===== src/rtl/diff_drive_odometry_core_macros.svh =====
// ----------------------------------------------------------------------------
// Odometry assertion macros
// Shared concurrent assertion shorthands for the odometry core.
// ----------------------------------------------------------------------------
`ifndef DIFF_DRIVE_ODOMETRY_CORE_MACROS_SVH
`define DIFF_DRIVE_ODOMETRY_CORE_MACROS_SVH

// Implication checked on every clock edge outside reset.
`define DDO_ASSERT_IMP(lbl, ante, cons) \
    lbl: assert property (@(posedge clk) disable iff (!rst_n) (ante) |-> (cons)) \
        else $error("assertion failed");

// Next-cycle implication checked outside reset.
`define DDO_ASSERT_NEXT(lbl, ante, cons) \
    lbl: assert property (@(posedge clk) disable iff (!rst_n) (ante) |=> (cons)) \
        else $error("assertion failed");

`endif


===== src/rtl/ddo_pkg.sv =====
// ----------------------------------------------------------------------------
// Odometry package
// Types, constants and the CORDIC arctangent table.
// ----------------------------------------------------------------------------
package ddo_pkg;

    localparam int RATE_W = 16;
    localparam int ANG_W = 16;
    localparam int ENC_W = 24;
    localparam int DT_W = 20;
    localparam int IDX_W = 1;

    localparam logic [IDX_W-1:0] REG_WHEEL_RADIUS = 1'b0;
    localparam logic [IDX_W-1:0] REG_INVERSE_TRACK = 1'b1;

    localparam logic ACT_SENSOR = 1'b0;
    localparam logic ACT_TICK = 1'b1;

    localparam logic [15:0] WHEEL_RADIUS_RST = 16'd2949;
    localparam logic [15:0] INVERSE_TRACK_RST = 16'd7447;

    localparam int DEG2RAD_Q16 = 1143;
    localparam int US_TO_S_Q40 = 1099512;
    localparam int TWO_PI_Q13 = 51472;
    localparam int PI_Q13 = 25736;
    localparam int HALF_PI_Q13 = 12868;
    localparam int WRAP_PI_Q13 = 25723;
    localparam int WRAP_TWO_PI_Q13 = 51446;
    localparam int CORDIC_GAIN = 39797;
    localparam int CORDIC_STEPS = 16;

    typedef struct packed {
        logic       start;
        logic [1:0] sel;
    } mul_ctl_t;

    function automatic logic [17:0] atan_q16(input logic [3:0] i);
        logic [17:0] v;
        begin
            case (i)
                4'd0:    v = 18'd51472;
                4'd1:    v = 18'd30386;
                4'd2:    v = 18'd16055;
                4'd3:    v = 18'd8150;
                4'd4:    v = 18'd4091;
                4'd5:    v = 18'd2047;
                4'd6:    v = 18'd1024;
                4'd7:    v = 18'd512;
                4'd8:    v = 18'd256;
                4'd9:    v = 18'd128;
                4'd10:   v = 18'd64;
                4'd11:   v = 18'd32;
                4'd12:   v = 18'd16;
                4'd13:   v = 18'd8;
                4'd14:   v = 18'd4;
                default: v = 18'd2;
            endcase
            return v;
        end
    endfunction

endpackage


===== src/rtl/ddo_if.sv =====
// ----------------------------------------------------------------------------
// Odometry channel interfaces
// Valid/ready channels for input items, results and register writes.
// ----------------------------------------------------------------------------
interface ddo_in_if;
    logic        valid;
    logic        ready;
    logic        action;
    logic signed [15:0] left_rate;
    logic signed [15:0] right_rate;
    logic signed [15:0] heading_deg;
    logic [19:0] elapsed_us;
    modport source(output valid, action, left_rate, right_rate, heading_deg, elapsed_us,
                   input ready);
    modport sink(input valid, action, left_rate, right_rate, heading_deg, elapsed_us,
                 output ready);
endinterface

interface ddo_out_if;
    logic        valid;
    logic        ready;
    logic signed [31:0] pos_x;
    logic signed [31:0] pos_y;
    logic signed [15:0] heading;
    logic signed [15:0] linear_speed;
    logic signed [15:0] turn_rate;
    modport source(output valid, pos_x, pos_y, heading, linear_speed, turn_rate,
                   input ready);
    modport sink(input valid, pos_x, pos_y, heading, linear_speed, turn_rate,
                 output ready);
endinterface

interface ddo_cfg_if;
    logic        valid;
    logic        ready;
    logic [0:0]  index;
    logic [15:0] data;
    modport source(output valid, index, data, input ready);
    modport sink(input valid, index, data, output ready);
endinterface


===== src/rtl/ddo_serial_mul.sv =====
// ----------------------------------------------------------------------------
// Serial multiplier
// Signed shift-add multiplier, one multiplier bit per cycle.
// ----------------------------------------------------------------------------
module ddo_serial_mul #(
    parameter int AW = 48,
    parameter int BW = 48
) (
    input  logic                     clk,
    input  logic                     rst_n,
    input  logic                     start,
    input  logic signed [AW-1:0]     a,
    input  logic signed [BW-1:0]     b,
    output logic                     done,
    output logic signed [AW+BW-1:0]  p
);
    localparam int CW = $clog2(BW + 1);

    logic [CW-1:0]            cnt_reg;
    logic                     busy_reg;
    logic signed [AW+BW-1:0]  acc_reg;
    logic signed [AW+BW-1:0]  mcand_reg;
    logic [BW-1:0]            mplier_reg;
    logic                     done_reg;

    always_ff @(posedge clk or negedge rst_n)
    begin
        if (!rst_n)
        begin
            busy_reg <= 1'b0;
            done_reg <= 1'b0;
            cnt_reg  <= '0;
        end
        else
        begin
            done_reg <= 1'b0;
            if (start)
            begin
                busy_reg <= 1'b1;
                cnt_reg  <= '0;
            end
            else if (busy_reg)
            begin
                cnt_reg <= cnt_reg + 1'b1;
                if (cnt_reg == CW'(BW - 1))
                begin
                    busy_reg <= 1'b0;
                    done_reg <= 1'b1;
                end
            end
        end
    end

    // two's complement: top bit of multiplier carries negative weight
    always_ff @(posedge clk)
    begin
        if (start)
        begin
            acc_reg    <= '0;
            mcand_reg  <= (AW+BW)'(a);
            mplier_reg <= b;
        end
        else if (busy_reg)
        begin
            if (mplier_reg[0])
            begin
                if (cnt_reg == CW'(BW - 1))
                    acc_reg <= acc_reg - mcand_reg;
                else
                    acc_reg <= acc_reg + mcand_reg;
            end
            mcand_reg  <= mcand_reg <<< 1;
            mplier_reg <= mplier_reg >> 1;
        end
    end

    assign done = done_reg;
    assign p    = acc_reg;
endmodule


===== src/rtl/ddo_cordic.sv =====
// ----------------------------------------------------------------------------
// Iterative CORDIC
// Range reduction then 16 rotation steps, one per cycle.
// ----------------------------------------------------------------------------
module ddo_cordic (
    input  logic                clk,
    input  logic                rst_n,
    input  logic                start,
    input  logic signed [23:0]  angle,
    output logic                done,
    output logic signed [19:0]  cos_out,
    output logic signed [19:0]  sin_out
);
    typedef enum logic [1:0] {C_IDLE, C_RED, C_ROT} cst_t;

    cst_t               st_reg;
    logic [3:0]         i_reg;
    logic signed [23:0] r_reg;
    logic               neg_reg;
    logic signed [19:0] x_reg, y_reg;
    logic signed [20:0] z_reg;
    logic               done_reg;

    logic signed [23:0] r_mod;
    logic signed [23:0] r1;
    logic signed [23:0] r2;
    logic               n2;
    logic signed [19:0] xs, ys;
    logic signed [20:0] at;

    // C-style remainder keeps the sign of the dividend; |angle| <= 2^23 so a
    // few conditional subtracts are too few: use one compare loop over cycles
    always_comb
    begin
        r_mod = r_reg;
        r1 = r_mod;
        if (r1 > 24'sd25736)
            r1 = r1 - 24'sd51472;
        if (r1 < -24'sd25736)
            r1 = r1 + 24'sd51472;
        r2 = r1;
        n2 = 1'b0;
        if (r1 > 24'sd12868)
        begin
            r2 = r1 - 24'sd25736;
            n2 = 1'b1;
        end
        else if (r1 < -24'sd12868)
        begin
            r2 = r1 + 24'sd25736;
            n2 = 1'b1;
        end
        xs = y_reg >>> i_reg;
        ys = x_reg >>> i_reg;
        at = 21'(signed'({1'b0, ddo_pkg::atan_q16(i_reg)}));
    end

    always_ff @(posedge clk or negedge rst_n)
    begin
        if (!rst_n)
        begin
            st_reg   <= C_IDLE;
            done_reg <= 1'b0;
            i_reg    <= '0;
        end
        else
        begin
            done_reg <= 1'b0;
            case (st_reg)
                C_IDLE:
                begin
                    if (start)
                    begin
                        r_reg  <= angle;
                        st_reg <= C_RED;
                    end
                end
                C_RED:
                begin
                    // subtract 2*pi one step a cycle toward zero
                    if (r_reg >= 24'sd51472)
                        r_reg <= r_reg - 24'sd51472;
                    else if (r_reg <= -24'sd51472)
                        r_reg <= r_reg + 24'sd51472;
                    else
                    begin
                        neg_reg <= n2;
                        z_reg   <= 21'(r2) <<< 3;
                        x_reg   <= 20'sd39797;
                        y_reg   <= '0;
                        i_reg   <= '0;
                        st_reg  <= C_ROT;
                    end
                end
                C_ROT:
                begin
                    if (z_reg >= 0)
                    begin
                        x_reg <= x_reg - xs;
                        y_reg <= y_reg + ys;
                        z_reg <= z_reg - at;
                    end
                    else
                    begin
                        x_reg <= x_reg + xs;
                        y_reg <= y_reg - ys;
                        z_reg <= z_reg + at;
                    end
                    i_reg <= i_reg + 1'b1;
                    if (i_reg == 4'(ddo_pkg::CORDIC_STEPS - 1))
                    begin
                        st_reg   <= C_IDLE;
                        done_reg <= 1'b1;
                    end
                end
                default: st_reg <= C_IDLE;
            endcase
        end
    end

    assign done    = done_reg;
    assign cos_out = neg_reg ? -x_reg : x_reg;
    assign sin_out = neg_reg ? -y_reg : y_reg;
endmodule


===== src/rtl/diff_drive_odometry_core.sv =====
// ----------------------------------------------------------------------------
// Differential drive odometry core
// Dead-reckoning pose integration from wheel rates and heading samples.
// ----------------------------------------------------------------------------
//  channel   dir  contents
//  in_ch     in   action, left_rate, right_rate, heading_deg, elapsed_us
//  out_ch    out  pos_x, pos_y, heading, linear_speed, turn_rate
//  cfg_ch    in   index (0 radius, 1 inverse track), data
//
//  Sensor beats run one 48-bit serial multiply (one multiplier bit per
//  cycle) to convert the heading. Tick beats run twelve serial multiplies
//  and two CORDIC passes; each pass first strips whole multiples of 2*pi
//  from its angle.
//  Reset clears the control and pose state, config registers go to their defaults.
//  A finished result waits in the output register; a new beat is taken
//  only after it has been delivered.
`include "diff_drive_odometry_core_macros.svh"
module diff_drive_odometry_core #(
    parameter int POSITION_WIDTH = 32
) (
    input  logic    clk,
    input  logic    rst_n,
    ddo_in_if.sink  in_ch,
    ddo_out_if.source out_ch,
    ddo_cfg_if.sink cfg_ch
);
    localparam int PW = POSITION_WIDTH;
    localparam int MW = 48;

    typedef enum logic [4:0] {
        S_IDLE, S_SENS, S_V, S_W1, S_W2, S_DT, S_STEP, S_TURN,
        S_COR1, S_DX, S_DY, S_COR2, S_P1, S_P2, S_P3, S_P4, S_FUSE, S_OUT
    } st_t;

    st_t st_reg;
    logic [15:0] radius_reg, itrack_reg;
    logic signed [15:0] left_reg, right_reg, shead_reg, fused_reg;
    logic signed [23:0] enc_reg;
    logic signed [PW-1:0] px_reg, py_reg;
    logic [19:0] el_reg;
    logic signed [15:0] vd_reg, wd_reg;
    logic signed [MW-1:0] dxy_reg, dx_reg, dy_reg, acc_reg;
    logic signed [MW-1:0] dt_reg;
    logic signed [23:0] dth_reg;
    logic signed [19:0] cd_reg, sd_reg;
    logic out_valid_reg;
    logic mstart_reg, cstart_reg;
    logic signed [MW-1:0] ma_reg, mb_reg;
    logic signed [23:0] cang_reg;

    logic mdone, cdone;
    logic signed [2*MW-1:0] mp;
    logic signed [19:0] ccos, csin;

    ddo_serial_mul #(.AW(MW), .BW(MW)) u_mul (
        .clk(clk), .rst_n(rst_n), .start(mstart_reg), .a(ma_reg), .b(mb_reg),
        .done(mdone), .p(mp)
    );

    ddo_cordic u_cordic (
        .clk(clk), .rst_n(rst_n), .start(cstart_reg), .angle(cang_reg),
        .done(cdone), .cos_out(ccos), .sin_out(csin)
    );

    function automatic logic signed [MW-1:0] rnd(input logic signed [2*MW-1:0] v,
                                                  input int s);
        logic signed [2*MW-1:0] t;
        begin
            t = (v + ((2*MW)'(1) <<< (s - 1))) >>> s;
            return MW'(t);
        end
    endfunction

    function automatic logic signed [15:0] sat16(input logic signed [MW-1:0] v);
        begin
            if (v > MW'(32767))
                return 16'sd32767;
            if (v < -MW'(32768))
                return -16'sd32768;
            return 16'(v);
        end
    endfunction

    function automatic logic signed [PW-1:0] satp(input logic signed [MW:0] v);
        logic signed [MW:0] hi;
        logic signed [MW:0] lo;
        begin
            hi = ((MW+1)'(1) <<< (PW - 1)) - (MW+1)'(1);
            lo = -hi - (MW+1)'(1);
            if (v > hi)
                return {1'b0, {(PW-1){1'b1}}};
            if (v < lo)
                return {1'b1, {(PW-1){1'b0}}};
            return PW'(v);
        end
    endfunction

    // turn for this tick, rounded and clamped to the encoder width
    logic signed [MW-1:0] turn_full;
    logic signed [23:0]   turn_sat;

    always_comb
    begin
        turn_full = rnd(mp, 35);
        if (turn_full > MW'(8388607))
            turn_sat = 24'sd8388607;
        else if (turn_full < -MW'(8388608))
            turn_sat = 24'sh800000;
        else
            turn_sat = 24'(turn_full);
    end

    logic signed [24:0] enc_sum;
    logic signed [24:0] f0, f1, f2;

    always_comb
    begin
        enc_sum = 25'(enc_reg) + 25'(dth_reg);
        if (enc_sum > 25'sd8388607)
            enc_sum = 25'sd8388607;
        if (enc_sum < -25'sd8388608)
            enc_sum = -25'sd8388608;
        f0 = (25'(shead_reg) + enc_sum) >>> 1;
        f1 = f0;
        if (f1 >= 25'sd25723)
            f1 = f1 - 25'sd51446;
        f2 = f1;
        if (f2 <= -25'sd25723)
            f2 = f2 + 25'sd51446;
        if (f2 > 25'sd25723)
            f2 = 25'sd25723;
        if (f2 < -25'sd25723)
            f2 = -25'sd25723;
    end

    assign in_ch.ready  = (st_reg == S_IDLE) && !out_valid_reg;
    assign cfg_ch.ready = 1'b1;

    always_ff @(posedge clk or negedge rst_n)
    begin
        if (!rst_n)
        begin
            st_reg        <= S_IDLE;
            radius_reg    <= ddo_pkg::WHEEL_RADIUS_RST;
            itrack_reg    <= ddo_pkg::INVERSE_TRACK_RST;
            left_reg      <= '0;
            right_reg     <= '0;
            shead_reg     <= '0;
            fused_reg     <= '0;
            enc_reg       <= '0;
            px_reg        <= '0;
            py_reg        <= '0;
            out_valid_reg <= 1'b0;
            mstart_reg    <= 1'b0;
            cstart_reg    <= 1'b0;
        end
        else
        begin
            mstart_reg <= 1'b0;
            cstart_reg <= 1'b0;
            if (cfg_ch.valid)
            begin
                case (cfg_ch.index)
                    ddo_pkg::REG_WHEEL_RADIUS:  radius_reg <= cfg_ch.data;
                    ddo_pkg::REG_INVERSE_TRACK: itrack_reg <= cfg_ch.data;
                    default: ;
                endcase
            end
            if (out_valid_reg && out_ch.ready)
                out_valid_reg <= 1'b0;
            case (st_reg)
                S_IDLE:
                begin
                    if (in_ch.valid && !out_valid_reg)
                    begin
                        if (in_ch.action == ddo_pkg::ACT_SENSOR)
                        begin
                            left_reg   <= in_ch.left_rate;
                            right_reg  <= in_ch.right_rate;
                            ma_reg     <= MW'(in_ch.heading_deg);
                            mb_reg     <= MW'(ddo_pkg::DEG2RAD_Q16);
                            mstart_reg <= 1'b1;
                            st_reg     <= S_SENS;
                        end
                        else
                        begin
                            el_reg     <= in_ch.elapsed_us;
                            ma_reg     <= MW'($signed({1'b0, radius_reg}));
                            mb_reg     <= MW'(left_reg) + MW'(right_reg);
                            mstart_reg <= 1'b1;
                            st_reg     <= S_V;
                        end
                    end
                end
                S_SENS:
                    if (mdone)
                    begin
                        shead_reg <= sat16(rnd(mp, 9));
                        st_reg    <= S_IDLE;
                    end
                S_V:
                    if (mdone)
                    begin
                        vd_reg     <= sat16(rnd(mp, 17));
                        ma_reg     <= MW'($signed({1'b0, radius_reg}));
                        mb_reg     <= MW'(left_reg) - MW'(right_reg);
                        mstart_reg <= 1'b1;
                        st_reg     <= S_W1;
                    end
                S_W1:
                    if (mdone)
                    begin
                        ma_reg     <= MW'(mp);
                        mb_reg     <= MW'($signed({1'b0, itrack_reg}));
                        mstart_reg <= 1'b1;
                        st_reg     <= S_W2;
                    end
                S_W2:
                    if (mdone)
                    begin
                        wd_reg     <= sat16(rnd(mp, 28));
                        ma_reg     <= MW'($signed({1'b0, el_reg}));
                        mb_reg     <= MW'(ddo_pkg::US_TO_S_Q40);
                        mstart_reg <= 1'b1;
                        st_reg     <= S_DT;
                    end
                S_DT:
                    if (mdone)
                    begin
                        dt_reg     <= MW'(mp);
                        ma_reg     <= MW'(vd_reg);
                        mb_reg     <= MW'(mp);
                        mstart_reg <= 1'b1;
                        st_reg     <= S_STEP;
                    end
                S_STEP:
                    if (mdone)
                    begin
                        dxy_reg    <= rnd(mp, 32);
                        ma_reg     <= MW'(wd_reg);
                        mb_reg     <= dt_reg;
                        mstart_reg <= 1'b1;
                        st_reg     <= S_TURN;
                    end
                S_TURN:
                    if (mdone)
                    begin
                        dth_reg    <= turn_sat;
                        cang_reg   <= turn_sat;
                        cstart_reg <= 1'b1;
                        st_reg     <= S_COR1;
                    end
                S_COR1:
                    if (cdone)
                    begin
                        sd_reg     <= csin;
                        ma_reg     <= MW'(ccos);
                        mb_reg     <= dxy_reg;
                        mstart_reg <= 1'b1;
                        st_reg     <= S_DX;
                    end
                S_DX:
                    if (mdone)
                    begin
                        dx_reg     <= rnd(mp, 16);
                        ma_reg     <= MW'(sd_reg);
                        mb_reg     <= dxy_reg;
                        mstart_reg <= 1'b1;
                        st_reg     <= S_DY;
                    end
                S_DY:
                    if (mdone)
                    begin
                        dy_reg     <= -rnd(mp, 16);
                        cang_reg   <= 24'(fused_reg);
                        cstart_reg <= 1'b1;
                        st_reg     <= S_COR2;
                    end
                S_COR2:
                    if (cdone)
                    begin
                        cd_reg     <= ccos;
                        sd_reg     <= csin;
                        ma_reg     <= MW'(ccos);
                        mb_reg     <= dx_reg;
                        mstart_reg <= 1'b1;
                        st_reg     <= S_P1;
                    end
                S_P1:
                    if (mdone)
                    begin
                        acc_reg    <= MW'(mp);
                        ma_reg     <= MW'(sd_reg);
                        mb_reg     <= dy_reg;
                        mstart_reg <= 1'b1;
                        st_reg     <= S_P2;
                    end
                S_P2:
                    if (mdone)
                    begin
                        px_reg     <= satp((MW+1)'(px_reg) +
                                           (MW+1)'(rnd((2*MW)'(acc_reg - MW'(mp)), 16)));
                        ma_reg     <= MW'(sd_reg);
                        mb_reg     <= dx_reg;
                        mstart_reg <= 1'b1;
                        st_reg     <= S_P3;
                    end
                S_P3:
                    if (mdone)
                    begin
                        acc_reg    <= MW'(mp);
                        ma_reg     <= MW'(cd_reg);
                        mb_reg     <= dy_reg;
                        mstart_reg <= 1'b1;
                        st_reg     <= S_P4;
                    end
                S_P4:
                    if (mdone)
                    begin
                        py_reg <= satp((MW+1)'(py_reg) +
                                       (MW+1)'(rnd((2*MW)'(acc_reg + MW'(mp)), 16)));
                        st_reg <= S_FUSE;
                    end
                S_FUSE:
                begin
                    enc_reg   <= 24'(enc_sum);
                    fused_reg <= 16'(f2);
                    st_reg    <= S_OUT;
                end
                S_OUT:
                begin
                    out_valid_reg <= 1'b1;
                    st_reg        <= S_IDLE;
                end
                default: st_reg <= S_IDLE;
            endcase
        end
    end

    logic signed [MW:0] ox, oy;
    always_comb
    begin
        ox = (MW+1)'(px_reg);
        oy = (MW+1)'(py_reg);
        out_ch.pos_x = (ox > (MW+1)'(32'sh7FFFFFFF)) ? 32'sh7FFFFFFF :
                       (ox < -(MW+1)'(33'sh080000000)) ? 32'sh80000000 : 32'(ox);
        out_ch.pos_y = (oy > (MW+1)'(32'sh7FFFFFFF)) ? 32'sh7FFFFFFF :
                       (oy < -(MW+1)'(33'sh080000000)) ? 32'sh80000000 : 32'(oy);
    end
    assign out_ch.valid        = out_valid_reg;
    assign out_ch.heading      = fused_reg;
    assign out_ch.linear_speed = vd_reg;
    assign out_ch.turn_rate    = wd_reg;

    `DDO_ASSERT_IMP(a_no_accept_busy, st_reg != S_IDLE, !in_ch.ready)
    `DDO_ASSERT_NEXT(a_out_from_seq, st_reg == S_OUT, out_valid_reg)
    `DDO_ASSERT_IMP(a_head_range, out_valid_reg,
                    fused_reg <= 16'sd25723 && fused_reg >= -16'sd25723)
endmodule


===== src/flat_wrapper.sv =====
// flat-port wrapper written by rule: the top's interface ports become plain ports
module diff_drive_odometry_core_flat 
#(
    parameter int POSITION_WIDTH = 32
)
  (clk, rst_n, in_ch_valid, in_ch_action, in_ch_left_rate, in_ch_right_rate, in_ch_heading_deg, in_ch_elapsed_us, in_ch_ready, out_ch_valid, out_ch_pos_x, out_ch_pos_y, out_ch_heading, out_ch_linear_speed, out_ch_turn_rate, out_ch_ready, cfg_ch_valid, cfg_ch_index, cfg_ch_data, cfg_ch_ready);
  ddo_in_if in_ch_i ();
  ddo_out_if out_ch_i ();
  ddo_cfg_if cfg_ch_i ();
  input  logic clk;
  input  logic rst_n;
  input wire logic [$bits(in_ch_i.valid)-1:0] in_ch_valid;
  input wire logic [$bits(in_ch_i.action)-1:0] in_ch_action;
  input wire logic [$bits(in_ch_i.left_rate)-1:0] in_ch_left_rate;
  input wire logic [$bits(in_ch_i.right_rate)-1:0] in_ch_right_rate;
  input wire logic [$bits(in_ch_i.heading_deg)-1:0] in_ch_heading_deg;
  input wire logic [$bits(in_ch_i.elapsed_us)-1:0] in_ch_elapsed_us;
  output wire logic [$bits(in_ch_i.ready)-1:0] in_ch_ready;
  output wire logic [$bits(out_ch_i.valid)-1:0] out_ch_valid;
  output wire logic [$bits(out_ch_i.pos_x)-1:0] out_ch_pos_x;
  output wire logic [$bits(out_ch_i.pos_y)-1:0] out_ch_pos_y;
  output wire logic [$bits(out_ch_i.heading)-1:0] out_ch_heading;
  output wire logic [$bits(out_ch_i.linear_speed)-1:0] out_ch_linear_speed;
  output wire logic [$bits(out_ch_i.turn_rate)-1:0] out_ch_turn_rate;
  input wire logic [$bits(out_ch_i.ready)-1:0] out_ch_ready;
  input wire logic [$bits(cfg_ch_i.valid)-1:0] cfg_ch_valid;
  input wire logic [$bits(cfg_ch_i.index)-1:0] cfg_ch_index;
  input wire logic [$bits(cfg_ch_i.data)-1:0] cfg_ch_data;
  output wire logic [$bits(cfg_ch_i.ready)-1:0] cfg_ch_ready;
  assign in_ch_i.valid = in_ch_valid;
  assign in_ch_i.action = in_ch_action;
  assign in_ch_i.left_rate = in_ch_left_rate;
  assign in_ch_i.right_rate = in_ch_right_rate;
  assign in_ch_i.heading_deg = in_ch_heading_deg;
  assign in_ch_i.elapsed_us = in_ch_elapsed_us;
  assign in_ch_ready = in_ch_i.ready;
  assign out_ch_valid = out_ch_i.valid;
  assign out_ch_pos_x = out_ch_i.pos_x;
  assign out_ch_pos_y = out_ch_i.pos_y;
  assign out_ch_heading = out_ch_i.heading;
  assign out_ch_linear_speed = out_ch_i.linear_speed;
  assign out_ch_turn_rate = out_ch_i.turn_rate;
  assign out_ch_i.ready = out_ch_ready;
  assign cfg_ch_i.valid = cfg_ch_valid;
  assign cfg_ch_i.index = cfg_ch_index;
  assign cfg_ch_i.data = cfg_ch_data;
  assign cfg_ch_ready = cfg_ch_i.ready;
  diff_drive_odometry_core #(.POSITION_WIDTH(POSITION_WIDTH)) u_core (.clk(clk), .rst_n(rst_n), .in_ch(in_ch_i), .out_ch(out_ch_i), .cfg_ch(cfg_ch_i));
endmodule

===== config.mk =====
export PLATFORM = sky130hd
export DESIGN_NAME = diff_drive_odometry_core_flat
export DESIGN_NICKNAME = d
export VERILOG_FILES = /design/src/rtl/ddo_pkg.sv /design/src/rtl/ddo_if.sv /design/src/rtl/ddo_serial_mul.sv /design/src/rtl/ddo_cordic.sv /design/src/rtl/diff_drive_odometry_core.sv /design/src/flat_wrapper.sv
export VERILOG_INCLUDE_DIRS = /design/src /design/src/rtl
export SDC_FILE = /design/constraint.sdc
export NUM_CORES = 2
export LEC_CHECK = 0
export BUFFER_PORTS_ARGS = -buffer_cell sky130_fd_sc_hd__clkbuf_2
export CAP_MARGIN = 15
export CORE_UTILIZATION = 55
export CTS_CLUSTER_DIAMETER = 100
export DETAILED_ROUTE_END_ITERATION = 7
export PLACE_DENSITY = 0.79
export SLEW_MARGIN = 40
export SYNTH_ARGS = -nofsm -noshare
export SYNTH_HDL_FRONTEND = slang
export SYNTH_SLANG_ARGS = --single-unit

===== constraint.sdc =====
create_clock -name clk -period 14 [get_ports clk]
set_clock_uncertainty 0.1 [all_clocks]
set_input_delay 2.1 -clock clk [delete_from_list [all_inputs] [get_ports clk]]
set_output_delay 2.1 -clock clk [all_outputs]
set_load 0.03 [all_outputs]

==> summary.md <==
| Metric | Value |
|---|---|
| Status | `completed` |
| Post-DRT Antenna Nets | `0` |
| Power, Total | `18700 uW` |
| Num CTS Buffers | `between 100 and 150` |
| Post-synth EDFFs | `just under 700` |
| Met2 usage | `56.8%` |
| Multi-input gate area | `~40000 um^2` |
| Flop pwr share | `25.8%` |
| Vert. Die Dim | `around 360 um` |
| WL/cell | `around 24 um` |
| Cell variety after synth | `119` |
| Register bit total from synthesis | `983` |
| Setup violations, final | `0` |
| Hold Violations, Final | `0` |
| Final nets | `8402` |
| Vias | `61200` |
| Sequential share of the synthesized area | `about two fifths` |
| MaxCap Viol Count | `0` |
| WS Path Type | `reg2reg` |
| Max incr delay on CP | `0.68 ns` |
| Cell with the largest stage delay on the worst path | `xor2_1` |
| HPWL Detailed | `between 150 and 200 mm` |
| PortBufs | `slightly above 200` |
| Max FO, Critical Path | `30` |
| Synth Warn # | `0` |
| Clock transition at path regs | `0.06 ns` |
| Most common cell after layout, fill and taps aside | `nand2_1` |
| Sink Count | `983` |
| Global routing's busiest layer | `met2` |
| Max-slew violation count | `0` |
| Leak pwr | `about 0.031 uW` |
| Req. time, crit path | `14.58 ns` |
| CP arrival | `about 13 ns` |
| Worst skew pair latency | `0.78 ns` |
| Hold Slack | `roughly 0.39 ns` |
| Initial Util | `between 50% and 60%` |
| Max Freq | `about 80 MHz` |
| Syn Nets | `8385` |
| Pwr/cell area | `240 nW/um^2` |
| Ratio of cells with drive above 1 in the final layout | `11.2%` |
| Switching share of power | `46.2%` |
| GPL Wtd Cong | `1.04` |
| Met3 Use GR | `roughly 6%` |
| Nature of the critical path endpoint | `flip-flop` |
| I/O pin cnt | `206` |
| Longest Clk Path Bufs | `3` |
| Worst-margin pin slew | `0.936 ns` |
| Post-Route Setup TNS | `0 ns` |
| Syn avg cell area | `9.19 um^2` |
| Crit share post-route | `89.3%` |
| Die area | `approximately 130000 um^2` |
| Initial antenna violation count | `11` |
| Hold WC Path Type | `reg2reg` |
| Width of the die | `362 um` |
| Net switching power | `8640 uW` |
| Placed cell area | `74300 um^2` |
| Clk root buf | `clkbuf_16` |
| Area delta synth->final | `9.27%` |
| Postcts setup bufs | `0` |
| FF+latch area | `27700 um^2` |
| First drt pass iteration count | `7` |
| Final min period | `about 12 ns` |
| Top cell type's share of synthesized area | `between 20 and 30%` |
| Combinational Power Share | `58.5%` |
| First-pass GRT wire length | `354 mm` |
| Int Power | `10100 uW` |
| Iteration-0 DRC Markers | `7409` |
| TritonCTS clock tree | `built` |
| Most frequent cells in the layout | `nand2_1, edfxtp_1, nor2_1` |
| Core ar. | `approximately 130000 um^2` |
| Via-to-Cell Ratio | `about 6.4` |
| Ys flop type | `edfxtp_1` |
| Slew headroom | `36.9%` |
| Layout Cell Area excl Fill | `78100 um^2` |
| Maximum vdd ir drop | `0.000141 V` |
| Largest cells by area after synthesis | `edfxtp_1, ha_1, xnor2_1` |
| Total wire length | `234 mm` |
| Post-route DRC | `0` |
| Global route total overflow | `0` |
| Ys async rst share | `21.1%` |
| Met1 Use GR | `45.6%` |
| Largest net degree at the start of global routing | `94` |
| Cells after Synth | `7776` |
| GRT Total Usage | `34.8%` |
| RSZ-0062 raised after global routing | `no` |
| Hold buffers post-CTS | `0` |
| Dominant cell type by area after synthesis | `edfxtp_1` |
| Filler cell count | `10800` |
| Number of global-route vias before repair | `58800` |
| Clock power frac | `15.8%` |
| Rows | `131` |
| Cts repair resizes | `0` |
| Synthesized cell area | `71400 um^2` |
| H-Tree Depth | `3` |
| Startpoint types | `flip-flop` |
[through the flow]
step,cells,utilization [%],setup slack (ns)
after floorplan,7776,-,4.13
after global placement,9411,57.9,1.88
after detailed placement,9413,58.0,1.69
after CTS,9617,60.9,1.60
after global routing,9617,60.9,0.644
final,9620,60.9,1.50
[power groups by stage]
stage / Sequential (uW) / Combinational [uW] / Clock, uW
6_report: 4820 / 10900 / 2950
5_1_grt: 4880 / 11900 / 3080
4_1_cts: 4790 / 10700 / 2970
3_5_place_dp: 4840 / 10600 / 0
3_3_place_gp: 4820 / 10300 / 0
2_1_floorplan: 4600 / 7960 / 0
[cell families (layout without fill, tap and decap cells)]
family | Yosys count | after routing | synth area share (%)
compound gates | 1877 | 1877 | 17.0
buf+inv | 812 | 924 | 4.32
mux | 252 | 252 | 4.00
simple gates | 2513 | 2513 | 16.7
other cells | 1 | 4 | 0.00525
flops | 983 | 983 | 38.7
fa+ha+maj | 518 | 518 | 9.18
xor+xnor | 820 | 820 | 10.1
[synth_stat cells, types with 69 or more instances]
cell type and count:
nor2_1 621, nor3_1 195, edfxtp_1 693, nand4_1 112, nand2b_1 73, clkbuf_1 379
a22oi_1 112, inv_1 364, dfxtp_1 83, nor2b_1 74, mux2_2 182, a21o_1 155
xor2_1 223, dfrtp_1 193, xnor2_1 595, nand3_1 252, a21oi_1 502, o21ai_0 464
nand2_1 773, o21bai_1 69, and3_1 76, ha_1 508
[path summary, 6_finish.rpt]
check                                   startpoint                       end  slack [ns]  cells past startpoint
max in group asynchronous                    rst_n         u_core.mstart_reg       11.43                      2
worst max register to register   u_core.dth_reg[8]  u_core.out_ch.heading[5]        1.50                     45
worst max-delay path             u_core.dth_reg[8]  u_core.out_ch.heading[5]        1.50                     45
min in group asynchronous                    rst_n         u_core.py_reg[30]        1.20                      1
worst min-delay path            u_core.enc_reg[23]        u_core.enc_reg[23]        0.39                      2
worst min register to register  u_core.enc_reg[23]        u_core.enc_reg[23]        0.39                      2
[per-layer routing]
layer	vias to the layer above	wire length, um
met2	2974	109000
met4	8	10200
met1	29500	93100
li1	28200	-
met5	-	61
met3	524	21700
[critical path: cells and delay by family (launching register included)]
family	cells	cell delay (ns)
buf+inv	3	0.58
flops	1	0.37
fa+ha+maj	4	1.58
xor+xnor	4	1.63
simple gates	12	2.62
compound gates	22	5.50
[layout make-up]
class                           instances  area share (%)
Inverter                              373            1.79
Antenna cell                            3         0.00962
Tap cell                             1729            2.77
Clock inverter                         61           0.872
Clock buffer                          143            3.82
Multi-Input combinational cell       5981            52.5
Sequential cell                       983            35.4
Timing Repair Buffer                  347            2.75
No activity file was read; power rests on OpenSTA's default activity.
